==> src/rtl/core/srn_pkg.sv <==
// Shared types and constants of the sensor record normalizer.
`timescale 1ns / 1ps
package srn_pkg;

   localparam int AdcW = 12;
   localparam logic [13:0] FullPct = 14'd10000;
   localparam logic [13:0] VpdMax = 14'd10000;

   // Register indexes of the configuration port.
   typedef enum logic [2:0] {
      CSR_SOIL_DRY    = 3'd0,
      CSR_SOIL_WET    = 3'd1,
      CSR_WATER_EMPTY = 3'd2,
      CSR_WATER_FULL  = 3'd3,
      CSR_WATER_MODE  = 3'd4,
      CSR_SAFE_MIN    = 3'd5
   } srn_csr_type;

   // How a level result is formed.
   typedef enum logic [1:0] {
      LVL_ZERO = 2'd0,
      LVL_FULL = 2'd1,
      LVL_DIV  = 2'd2
   } srn_lvl_type;

   typedef struct packed {
      logic [AdcW-1:0] soil_dry;
      logic [AdcW-1:0] soil_wet;
      logic [AdcW-1:0] water_empty;
      logic [AdcW-1:0] water_full;
      logic            water_mode;
   } srn_cfg_type;

   // One classified record, as queued between front and back.
   typedef struct packed {
      srn_lvl_type        soil_mode;
      logic [AdcW-1:0]    soil_num;
      logic [AdcW-1:0]    soil_den;
      srn_lvl_type        water_mode;
      logic [AdcW-1:0]    water_num;
      logic [AdcW-1:0]    water_den;
      logic               soil_ok;
      logic signed [14:0] soil_temp;
      logic               soil_temp_ok;
      logic signed [14:0] amb_temp;
      logic [13:0]        amb_hum;
      logic               amb_ok;
      logic [15:0]        light;
      logic               light_ok;
   } srn_job_type;

endpackage

==> src/rtl/core/srn_front.sv <==
// Front end: range checks and level classification of one input beat.
`timescale 1ns / 1ps
module srn_front #(
   parameter int ADC_BITS = 12
) (
   input  srn_pkg::srn_cfg_type cfg,
   input  logic [11:0]          req_soil_raw,
   input  logic [11:0]          req_water_raw,
   input  logic                 req_water_switch,
   input  logic signed [15:0]   req_probe_temp,
   input  logic signed [15:0]   req_air_temp,
   input  logic signed [15:0]   req_air_humidity,
   input  logic signed [16:0]   req_light_level,
   output srn_pkg::srn_job_type job
);
   import srn_pkg::*;

   localparam logic [AdcW-1:0] AdcMask =
      (ADC_BITS >= AdcW) ? {AdcW{1'b1}} : AdcW'((1 << ADC_BITS) - 1);

   logic [AdcW-1:0] soil_hi, soil_lo, soil_m;
   logic [AdcW-1:0] water_hi, water_lo, water_m;
   logic            amb_ok;

   always_comb begin
      soil_hi  = cfg.soil_dry & AdcMask;
      soil_lo  = cfg.soil_wet & AdcMask;
      soil_m   = req_soil_raw & AdcMask;
      water_hi = cfg.water_full & AdcMask;
      water_lo = cfg.water_empty & AdcMask;
      water_m  = req_water_raw & AdcMask;

      // Soil: dry reads high, so the distance is measured down from dry.
      job.soil_num = soil_hi - soil_m;
      job.soil_den = soil_hi - soil_lo;
      if (soil_hi <= soil_lo || soil_hi <= soil_m) begin
         job.soil_mode = LVL_ZERO;
      end else if (job.soil_num >= job.soil_den) begin
         job.soil_mode = LVL_FULL;
      end else begin
         job.soil_mode = LVL_DIV;
      end

      // Water: float switch or forward calibration.
      job.water_num = water_m - water_lo;
      job.water_den = water_hi - water_lo;
      if (cfg.water_mode) begin
         job.water_mode = req_water_switch ? LVL_FULL : LVL_ZERO;
      end else if (water_hi <= water_lo || water_m <= water_lo) begin
         job.water_mode = LVL_ZERO;
      end else if (job.water_num >= job.water_den) begin
         job.water_mode = LVL_FULL;
      end else begin
         job.water_mode = LVL_DIV;
      end

      job.soil_ok = (soil_m > 12'd100) && (soil_m < 12'd4090);

      // Probe temperature, which also rejects the disconnected code.
      job.soil_temp_ok = (req_probe_temp > -16'sd5500) && (req_probe_temp < 16'sd12500);
      job.soil_temp    = job.soil_temp_ok ? 15'(req_probe_temp) : 15'sd2500;

      amb_ok = (req_air_temp > -16'sd4000) && (req_air_temp < 16'sd8500) &&
               (req_air_humidity >= 16'sd0) && (req_air_humidity <= 16'sd10000);
      job.amb_ok   = amb_ok;
      job.amb_temp = amb_ok ? 15'(req_air_temp) : 15'sd2500;
      job.amb_hum  = amb_ok ? 14'(req_air_humidity) : 14'd7500;

      job.light_ok = !req_light_level[16];
      job.light    = job.light_ok ? req_light_level[15:0] : 16'd0;
   end

endmodule

==> config.mk <==
export PLATFORM = sky130hd
export DESIGN_NAME = srn_front
export DESIGN_NICKNAME = d
export VERILOG_FILES = /design/src/rtl/core/srn_pkg.sv /design/src/rtl/core/srn_front.sv
export SDC_FILE = /design/constraint.sdc
export NUM_CORES = 1
export LEC_CHECK = 0
export BUFFER_PORTS_ARGS = -buffer_cell sky130_fd_sc_hd__buf_2
export CORE_AREA = 2 2 112 114
export DETAILED_ROUTE_END_ITERATION = 8
export DIE_AREA = 0 0 114 116
export GPL_ROUTABILITY_DRIVEN = 0
export PLACE_DENSITY = 0.68
export SLEW_MARGIN = 30
export SYNTH_ARGS = -nofsm -noshare
export SYNTH_HDL_FRONTEND = slang
export SYNTH_SLANG_ARGS = --single-unit
==> constraint.sdc <==
create_clock -name vclk -period 6.7
set_input_delay 1.675 -clock vclk [all_inputs]
set_output_delay 1.675 -clock vclk [all_outputs]
set_load 0.01 [all_outputs]
==> results.yml <==
timing:
  fmaxAchievable_ghz: 0.1567
  tightest_slew_ns: 0.7893
  rsz0062_at_grt: "no"
  slew_headroom_pct: 47.38
  slew_violations: 0
  setup_violations: 0
  setup_tns_ns: 0
  period_share_pct: 95.28
  hold_viol: 0
  finalCriticalPeriod_ns: 6.383
drt:
  num_vias: 4316
  viasPerCell: 4.844
  ant_nets: 0
  drc: 0
  dr.pass1.iters: 4
  drt_iter0_drc: 250
  wl_per_cell_um: 13.47
  wl_mm: 12.01
cells_and_area:
  nFlopsAndLatches: 0
  antenna_cells: 0
  drive_gt1_share_pct: 35.75
  area_growth_pct: 40.58
  fin_cells: 891
  seq_area_um2: 0
  final_common_cell: "buf_2"
  nClkBuffers: 0
  final_nets: 961
  final_cell_mix: "buf_2 (255), ha_1 (72), inv_1 (71)"
setup_path:
  startpoint_type: "input pin"
  critical_path_arrival_ns: 4.71
  critPathRequiredTime_ns: 5.03
  crit_fanout: 4
  end_kind: "output pin"
  critPathKind: "in -> out"
logic_synthesis:
  ys_warn_count: 0
  ys_types: 54
  synth.top_cell.area_share_pct: 25.68
  syn_nets: 711
  syn_avg_cell_area_um2: 7.073
  synthCells: 496
  synth.cell_area_um2: 3508
  synth.largest_area_cell: "ha_1"
  ys_seq_area_share_pct: 0
  synth_area_leaders: "ha_1 (26%), inv_1 (7.6%), xnor2_1 (6.5%)"
floorplanning:
  die_x_um: 114
  die_height_um: 116
  rows: 40
  coreArea_um2: 11910
  ios: 255
  initial_core_util_pct: 29.45
  die_area_um2: 13220
global_routing:
  met2_usage_pct: 29.37
  use_met3_pct: 0.9414
  busiest_layer: "met2"
  grt_max_degree: 31
  grt_overflow: 0
  grt_usage_pct: 15.92
  antenna_found_initial: 0
  grt_pass1_wl_mm: 17.80
  grt_pass1_vias: 3911
  use_met1_pct: 21.32
pwr:
  p_total_mw: 0.5480
  ir_worst_vdd_uv: 72.91
  power.density_nw_per_um2: 111.1
  cellLeakagePower_nw: 2.848
min_path:
  hold_depth: 3
  hp-start: "req_air_humidity[3]"
  whs_endpoint: "job[21]"
  hold_path_class: "in -> out"
place:
  io_buffers: 255
  dp_hpwl_mm: 10.80
  place_inst: 891
run_status:
  outcome: "completed"
clock_tree:
  post_cts_buffers: 0
  cts_hold_buffers: 0
  cts_resized: 0
job:
  maxCapViolations: 0
==> how the worst max path moves through the flow <==
stage                          from       end  slack (ns)
floorplan                   cfg[26]  job[115]        0.69
global placement    req_soil_raw[1]  job[115]        0.40
detailed placement  req_soil_raw[1]  job[115]        0.35
CTS                 req_soil_raw[1]  job[115]        0.33
global route        req_soil_raw[1]  job[115]        0.09
finish              req_soil_raw[1]  job[115]        0.32
==> synthesized netlist by cell type (all sizes together) (7+ instances only) <==
cell,instances
a211oi,9
xnor2,26
a21oi,39
ha,72
nor2b,23
nand2,12
o21bai,8
inv,71
nand4,13
a31oi,7
nand3,8
nor3,11
nand2b,20
and2,27
o21ai,18
xor2,16
a21o,23
nor2,22
==> per-layer routing <==
metal | part of all wire [%] | routed length, um
met5 | 0 | 0
met4 | 0.67 | 81
met3 | 6.4 | 773
met2 | 49 | 5902
met1 | 44 | 5248
==> final cells by class <==
| type | count | area (um2) |
|---|---|---|
| Fill cell | 1306 | 6979 |
| Inverter | 71 | 266.5 |
| Multi-Input combinational cell | 417 | 3198 |
| Tap cell | 147 | 183.9 |
| Timing Repair Buffer | 256 | 1284 |
==> critical path: stages <==
cell     delay, ns
buf_2         0.10
inv_1         0.12
ha_1          0.26
nor2b_1       0.14
o31ai_1       0.45
a21oi_1       0.13
a21oi_1       0.25
xnor2_1       0.20
ha_1          0.29
a21oi_1       0.13
o21ai_0       0.10
a21o_1        0.18
a221o_1       0.30
nand3_1       0.10
and3b_1       0.15
buf_2         0.14
==> stage by stage <==
stage	setup WS (ns)	cell area, um2	hold slack, ns	utilization (%)
final	0.3165	4932	3.635	41.41
after global routing	0.08633	4932	3.653	41.41
after CTS	0.3278	4932	3.636	41.41
after detailed placement	0.3450	4932	3.636	41.41
after global placement	0.3968	4932	3.631	41.41
after floorplan	0.6878	3508	3.396	-
==> logic make-up after synthesis <==
group	Yosys count	share of synthesized area (%)
AOI/OAI and AO/OA	134	25.29
xor gates and xnor gates	42	10.48
adders and majority gates	76	27.96
buffers and inverters	79	8.845
muxes	1	0.2853
and+or+nand+nor	164	27.14
==> where the power goes <==
group	total, mW	internal, mW	switching (mW)
combinational	0.548	0.247	0.301
clock	0	0	0
sequential	0	0	0
total	0.548	0.247	0.301
Note: power is estimated with default switching activity, not from simulation.
