`src/rtl/core/srn_pkg.sv`:
```
// Shared types and constants of the sensor record normalizer.
`timescale 1ns / 1ps
package srn_pkg;

   localparam int AdcW = 12;
   localparam logic [13:0] FullPct = 14'd10000;
   localparam logic [13:0] VpdMax = 14'd10000;

   // Register indexes of the configuration port.
   typedef enum logic [2:0] {
      CSR_SOIL_DRY    = 3'd0,
      CSR_SOIL_WET    = 3'd1,
      CSR_WATER_EMPTY = 3'd2,
      CSR_WATER_FULL  = 3'd3,
      CSR_WATER_MODE  = 3'd4,
      CSR_SAFE_MIN    = 3'd5
   } srn_csr_type;

   // How a level result is formed.
   typedef enum logic [1:0] {
      LVL_ZERO = 2'd0,
      LVL_FULL = 2'd1,
      LVL_DIV  = 2'd2
   } srn_lvl_type;

   typedef struct packed {
      logic [AdcW-1:0] soil_dry;
      logic [AdcW-1:0] soil_wet;
      logic [AdcW-1:0] water_empty;
      logic [AdcW-1:0] water_full;
      logic            water_mode;
   } srn_cfg_type;

   // One classified record, as queued between front and back.
   typedef struct packed {
      srn_lvl_type        soil_mode;
      logic [AdcW-1:0]    soil_num;
      logic [AdcW-1:0]    soil_den;
      srn_lvl_type        water_mode;
      logic [AdcW-1:0]    water_num;
      logic [AdcW-1:0]    water_den;
      logic               soil_ok;
      logic signed [14:0] soil_temp;
      logic               soil_temp_ok;
      logic signed [14:0] amb_temp;
      logic [13:0]        amb_hum;
      logic               amb_ok;
      logic [15:0]        light;
      logic               light_ok;
   } srn_job_type;

endpackage

```
`src/rtl/core/srn_fifo.sv`:
```
// Short queue of classified records between the front and back ends.
`timescale 1ns / 1ps
module srn_fifo #(
   parameter int DEPTH = 2
) (
   input  logic                 clock,
   input  logic                 reset,
   input  logic                 push,
   input  srn_pkg::srn_job_type push_data,
   output logic                 full,
   input  logic                 pop,
   output srn_pkg::srn_job_type pop_data,
   output logic                 not_empty
);
   import srn_pkg::*;

   localparam int PtrW = (DEPTH > 1) ? $clog2(DEPTH) : 1;
   localparam int CntW = $clog2(DEPTH + 1);

   srn_job_type         entries_ff [DEPTH];
   logic [PtrW-1:0]     wr_ptr_ff, rd_ptr_ff;
   logic [CntW-1:0]     count_ff;

   assign full      = (count_ff == CntW'(DEPTH));
   assign not_empty = (count_ff != '0);
   assign pop_data  = entries_ff[rd_ptr_ff];

   // Storage needs no reset.
   always_ff @(posedge clock) begin
      if (push) begin
         entries_ff[wr_ptr_ff] <= push_data;
      end
   end

   // Pointers and fill count.
   always_ff @(posedge clock) begin
      if (reset) begin
         wr_ptr_ff <= '0;
         rd_ptr_ff <= '0;
         count_ff  <= '0;
      end else begin
         if (push) begin
            wr_ptr_ff <= (wr_ptr_ff == PtrW'(DEPTH - 1)) ? '0 : PtrW'(wr_ptr_ff + 1'b1);
         end
         if (pop) begin
            rd_ptr_ff <= (rd_ptr_ff == PtrW'(DEPTH - 1)) ? '0 : PtrW'(rd_ptr_ff + 1'b1);
         end
         if (push && !pop) begin
            count_ff <= CntW'(count_ff + 1'b1);
         end else if (pop && !push) begin
            count_ff <= CntW'(count_ff - 1'b1);
         end
      end
   end

endmodule

```
`config.mk`:
```
export PLATFORM = sky130hd
export DESIGN_NAME = srn_fifo
export DESIGN_NICKNAME = d
export VERILOG_FILES = /design/src/rtl/core/srn_pkg.sv /design/src/rtl/core/srn_fifo.sv
export SDC_FILE = /design/constraint.sdc
export NUM_CORES = 1
export LEC_CHECK = 0
export BUFFER_PORTS_ARGS = -buffer_cell sky130_fd_sc_hd__buf_2
export CORE_ASPECT_RATIO = 2
export CORE_MARGIN = 1.5
export CORE_UTILIZATION = 52
export CTS_CLUSTER_DIAMETER = 80
export DETAILED_ROUTE_END_ITERATION = 8
export GPL_TIMING_DRIVEN = 1
export PLACE_DENSITY = 0.79
export SLEW_MARGIN = 0
export SYNTH_ARGS = -nofsm -noshare
export SYNTH_HDL_FRONTEND = slang
export SYNTH_SLANG_ARGS = --single-unit
export TNS_END_PERCENT = 1
```
`constraint.sdc`:
```
create_clock -name clock -period 9.2 [get_ports clock]
set_clock_uncertainty 0.1 [all_clocks]
set_input_delay 1.38 -clock clock [delete_from_list [all_inputs] [get_ports clock]]
set_output_delay 1.38 -clock clock [all_outputs]
set_load 0.005 [all_outputs]
```
==> impl_results.md <==
- Result of the run: completed
- Switching Fraction: 0.213
- Critical path cell sequence: buf_4, mux2_2, buf_2
- Tot Pwr: 2.33 mW
- Wire length per cell: 19.4 um
- Worst setup path category: flip-flop to primary output
- Slowest-stage cell, CP: sky130_fd_sc_hd__dfxtp_4
- Worst voltage drop across the vdd grid: 0.191 mV
- Synthesis-to-finish area growth: 23.2%
- Dpl cell area: 10100 um2
- Clock latency of the later-clocked register in the worst-skew pair: 0.48 ns
- Die height: 186 um
- Metal-1 WL: 5.08 mm
- Worst R2R Start: wr_ptr_ff
- Number of filler cells placed in the layout: 1151
- Startpoint Class: flip-flop
- Proportion of register bits with asynchronous set or reset after synthesis: 0
- Total routed wirelength: 16.6 mm
- GR Util All Layers: 0.181
- Critical Path Max Stage Delay: 0.88 ns
- Setup crit end kind: primary output
- Clock net sink count: 237
- Effective utilization at floorplan: 0.534
- Sequential share of power: 0.552
- Synth Cell Area: 8730 um2
- Area of the placeable core: 16400 um2
- Dominant cell by count in the synthesized netlist: sky130_fd_sc_hd__edfxtp_1
- Number of vias after detailed routing: 4420
- Leading post-synthesis cells by cell area: sky130_fd_sc_hd__edfxtp_1 (80%), sky130_fd_sc_hd__mux2_2 (9.8%), sky130_fd_sc_hd__mux2_4 (6.9%)
- Main synth FF type: sky130_fd_sc_hd__edfxtp_1
- Detail-routed via count per cell: 5.17
- Clock power frac: 0.347
- Number of buffers on the longest clock path: 3
- Share of layout cells above drive strength 1: 0.607
- Register area share after synthesis: 0.809
- Unrepaired setup endpoints after global routing: no
- Placer Congestion: 0.817
- Transition at the pin with the smallest max-transition slack: 1.09 ns
- Required time of the worst setup path: 7.72 ns
- Global route total overflow: 0
- Total power density per cell area: 217 nW/um2
- Sequential cell area: 7070 um2
- Vias in the first global route: 4683
- Cell Int Power: 1.84 mW
- Top Family by Delay on Critical Path: buffers and inverters
- Share of the synthesized area in the top cell type: 0.798
- Shortest clock period the worst path allows after layout: 4.29 ns
- Sum of buffers and inverters on the critical path: 2
- Post-layout worst setup margin: 4.91 ns
- Min-delay worst type: flip-flop to flip-flop
- Area taken by multi-input logic gates: 1570 um2
- Overall die width: 94.6 um
- Setup Total Neg Slack: 0 ns
- Post-synth cell types: 17
- Net switching power: 0.496 mW
- Ports placed on the boundary: 238
- Antenna violations before repair: 10
- Post-route cell area: 10800 um2
- Number of H-tree branching levels: 1
- Hold Buf Count CTS: 0
- Critical path peak fanout: 60
- Worst slack, placed: 5.29 ns
- Buffers inserted by post-CTS timing repair: 0
- IO buf count: 237
- Number of buffers created by CTS: 20
- Launch point of the worst hold path: count_ff[1]
- Top layer used by detailed routing: met5
- Reported max-cap violation count: 0
- Wire length of the first global-routing pass: 23.6 mm
- Largest net degree at the start of global routing: 82
- Maximum clock frequency: 233 MHz
- DRC violations left: 0
- Post-synth net total: 504
- Met2 routed WL: 9.62 mm
- CTS tree: done
- WL met3: 1.21 mm
- Antenna Violating Nets Remaining: 0
- DRC violation total after the first TritonRoute iteration: 191
- Worst max-slew margin expressed relative to the limit: 0.276
- Number of instances in the synthesized netlist: 383
- Number of pins with negative max-slew slack in the final report: 0
- Synthesized area per cell: 22.8 um2
- Clk Tree Root Cell: sky130_fd_sc_hd__clkbuf_16
- First-pass DRT Iterations: 4
- Number of synthesized flops with an enable pin: 232
- Period Utilization, post-route: 0.466
- Reported leakage power: 4.12 nW
- Cell taking the most area after synthesis: sky130_fd_sc_hd__edfxtp_1
- Final HPWL from detailed placement: 11.5 mm
- Clock transition at the registers of the reported paths: 0.06 ns
- Cts repair resizes: 0
- Total die area: 17600 um2
- Number of setup violations in the final report: 0
- Final hold violations: 0
- Standard-cell row count: 66
- Number of nets in the final layout: 753
- Critical path arrival: 2.81 ns
- Syn. warnings: 0
- Most frequent cells after synthesis: sky130_fd_sc_hd__edfxtp_1 (232), sky130_fd_sc_hd__mux2_2 (76), sky130_fd_sc_hd__mux2_4 (40)
- Register bit count reported by yosys: 237
- Fraction of power consumed by combinational cells: 0.100
==> metrics by stage <==
| stage | cells | hold WS, ns | util |
|---|---|---|---|
| finish | 855 | 0.419 | 0.658 |
| floorplan | 383 | 0.356 | - |
| detailed placement | 814 | 0.404 | 0.618 |
| global route | 854 | 0.452 | 0.658 |
| CTS | 850 | 0.421 | 0.657 |
| global placement | 814 | 0.374 | 0.618 |
==> cell usage in the layout (no fill, tap or decap), types with 2 or more instances in the layout <==
| master | netlist | layout |
|---|---|---|
| sky130_fd_sc_hd__buf_2 | 7 | 237 |
| sky130_fd_sc_hd__edfxtp_1 | 232 | 232 |
| sky130_fd_sc_hd__mux2_2 | 76 | 76 |
| sky130_fd_sc_hd__mux2_4 | 40 | 40 |
| sky130_fd_sc_hd__clkbuf_16 | 0 | 21 |
| sky130_fd_sc_hd__diode_2 | 0 | 5 |
| sky130_fd_sc_hd__clkinv_2 | 0 | 5 |
| sky130_fd_sc_hd__nor2_1 | 4 | 4 |
| sky130_fd_sc_hd__dfxtp_1 | 5 | 4 |
| sky130_fd_sc_hd__clkinvlp_4 | 0 | 3 |
| sky130_fd_sc_hd__buf_4 | 0 | 3 |
| sky130_fd_sc_hd__xor2_1 | 2 | 2 |
| sky130_fd_sc_hd__xnor2_1 | 2 | 2 |
| sky130_fd_sc_hd__clkbuf_1 | 0 | 2 |
| sky130_fd_sc_hd__clkinv_4 | 0 | 2 |
| sky130_fd_sc_hd__clkinv_1 | 0 | 2 |
==> path summary, 6_finish.rpt <==
path | to | slack (ns) | cells after the start
min | count_ff[1] | 0.42 | 2
min reg2reg | count_ff[1] | 0.42 | 2
max | pop_data[2] | 4.91 | 3
max reg2reg | entries_ff[0][35] | 6.54 | 2
==> worst reg2reg max path: stages (launching register included) <==
cell and delay [ns]:
sky130_fd_sc_hd__dfxtp_1 0.36, sky130_fd_sc_hd__nor2b_4 0.81, sky130_fd_sc_hd__buf_4 0.96
==> state kept, by name, summed over array words and instances (netlist names), named ones only <==
name and flops:
rd_ptr_ff 1, entries_ff 232, wr_ptr_ff 1, count_ff 2
==> power by group through the flow <==
stage          Sequential [mW]  Clock [mW]  Combinational [mW]
2_1_floorplan             1.30           0               0.140
3_3_place_gp              1.31           0               0.230
3_5_place_dp              1.31           0               0.237
4_1_cts                   1.29       0.831               0.238
5_1_grt                   1.29       0.868               0.254
6_report                  1.29       0.810               0.234
==> cell type report <==
type,instances,area share
inverter,1,0.000349
multi-input combinational,132,0.146
clock inverter,13,0.00954
clock buffer,23,0.0496
timing repair buffer,240,0.112
tap,204,0.0237
sequential,237,0.657
antenna,5,0.00116
==> layer usage <==
| layer | GRT usage | vias to the layer above |
|---|---|---|
| met5 | 0 | - |
| met4 | 0.0872 | 10 |
| met3 | 0.0561 | 49 |
| met2 | 0.347 | 171 |
| met1 | 0.166 | 2172 |
| li1 | - | 2018 |
==> logic make-up after synthesis <==
family / count (synthesis) / synth area share
xor gates and xnor gates: 4 / 0.00401
AOI/OAI and AO/OA: 2 / 0.00115
muxes: 116 / 0.167
DFF: 237 / 0.809
and+or+nand+nor: 9 / 0.00530
buffers and inverters: 14 / 0.0122
adders and majority gates: 1 / 0.00143
Power figures use the tool's default switching activity.
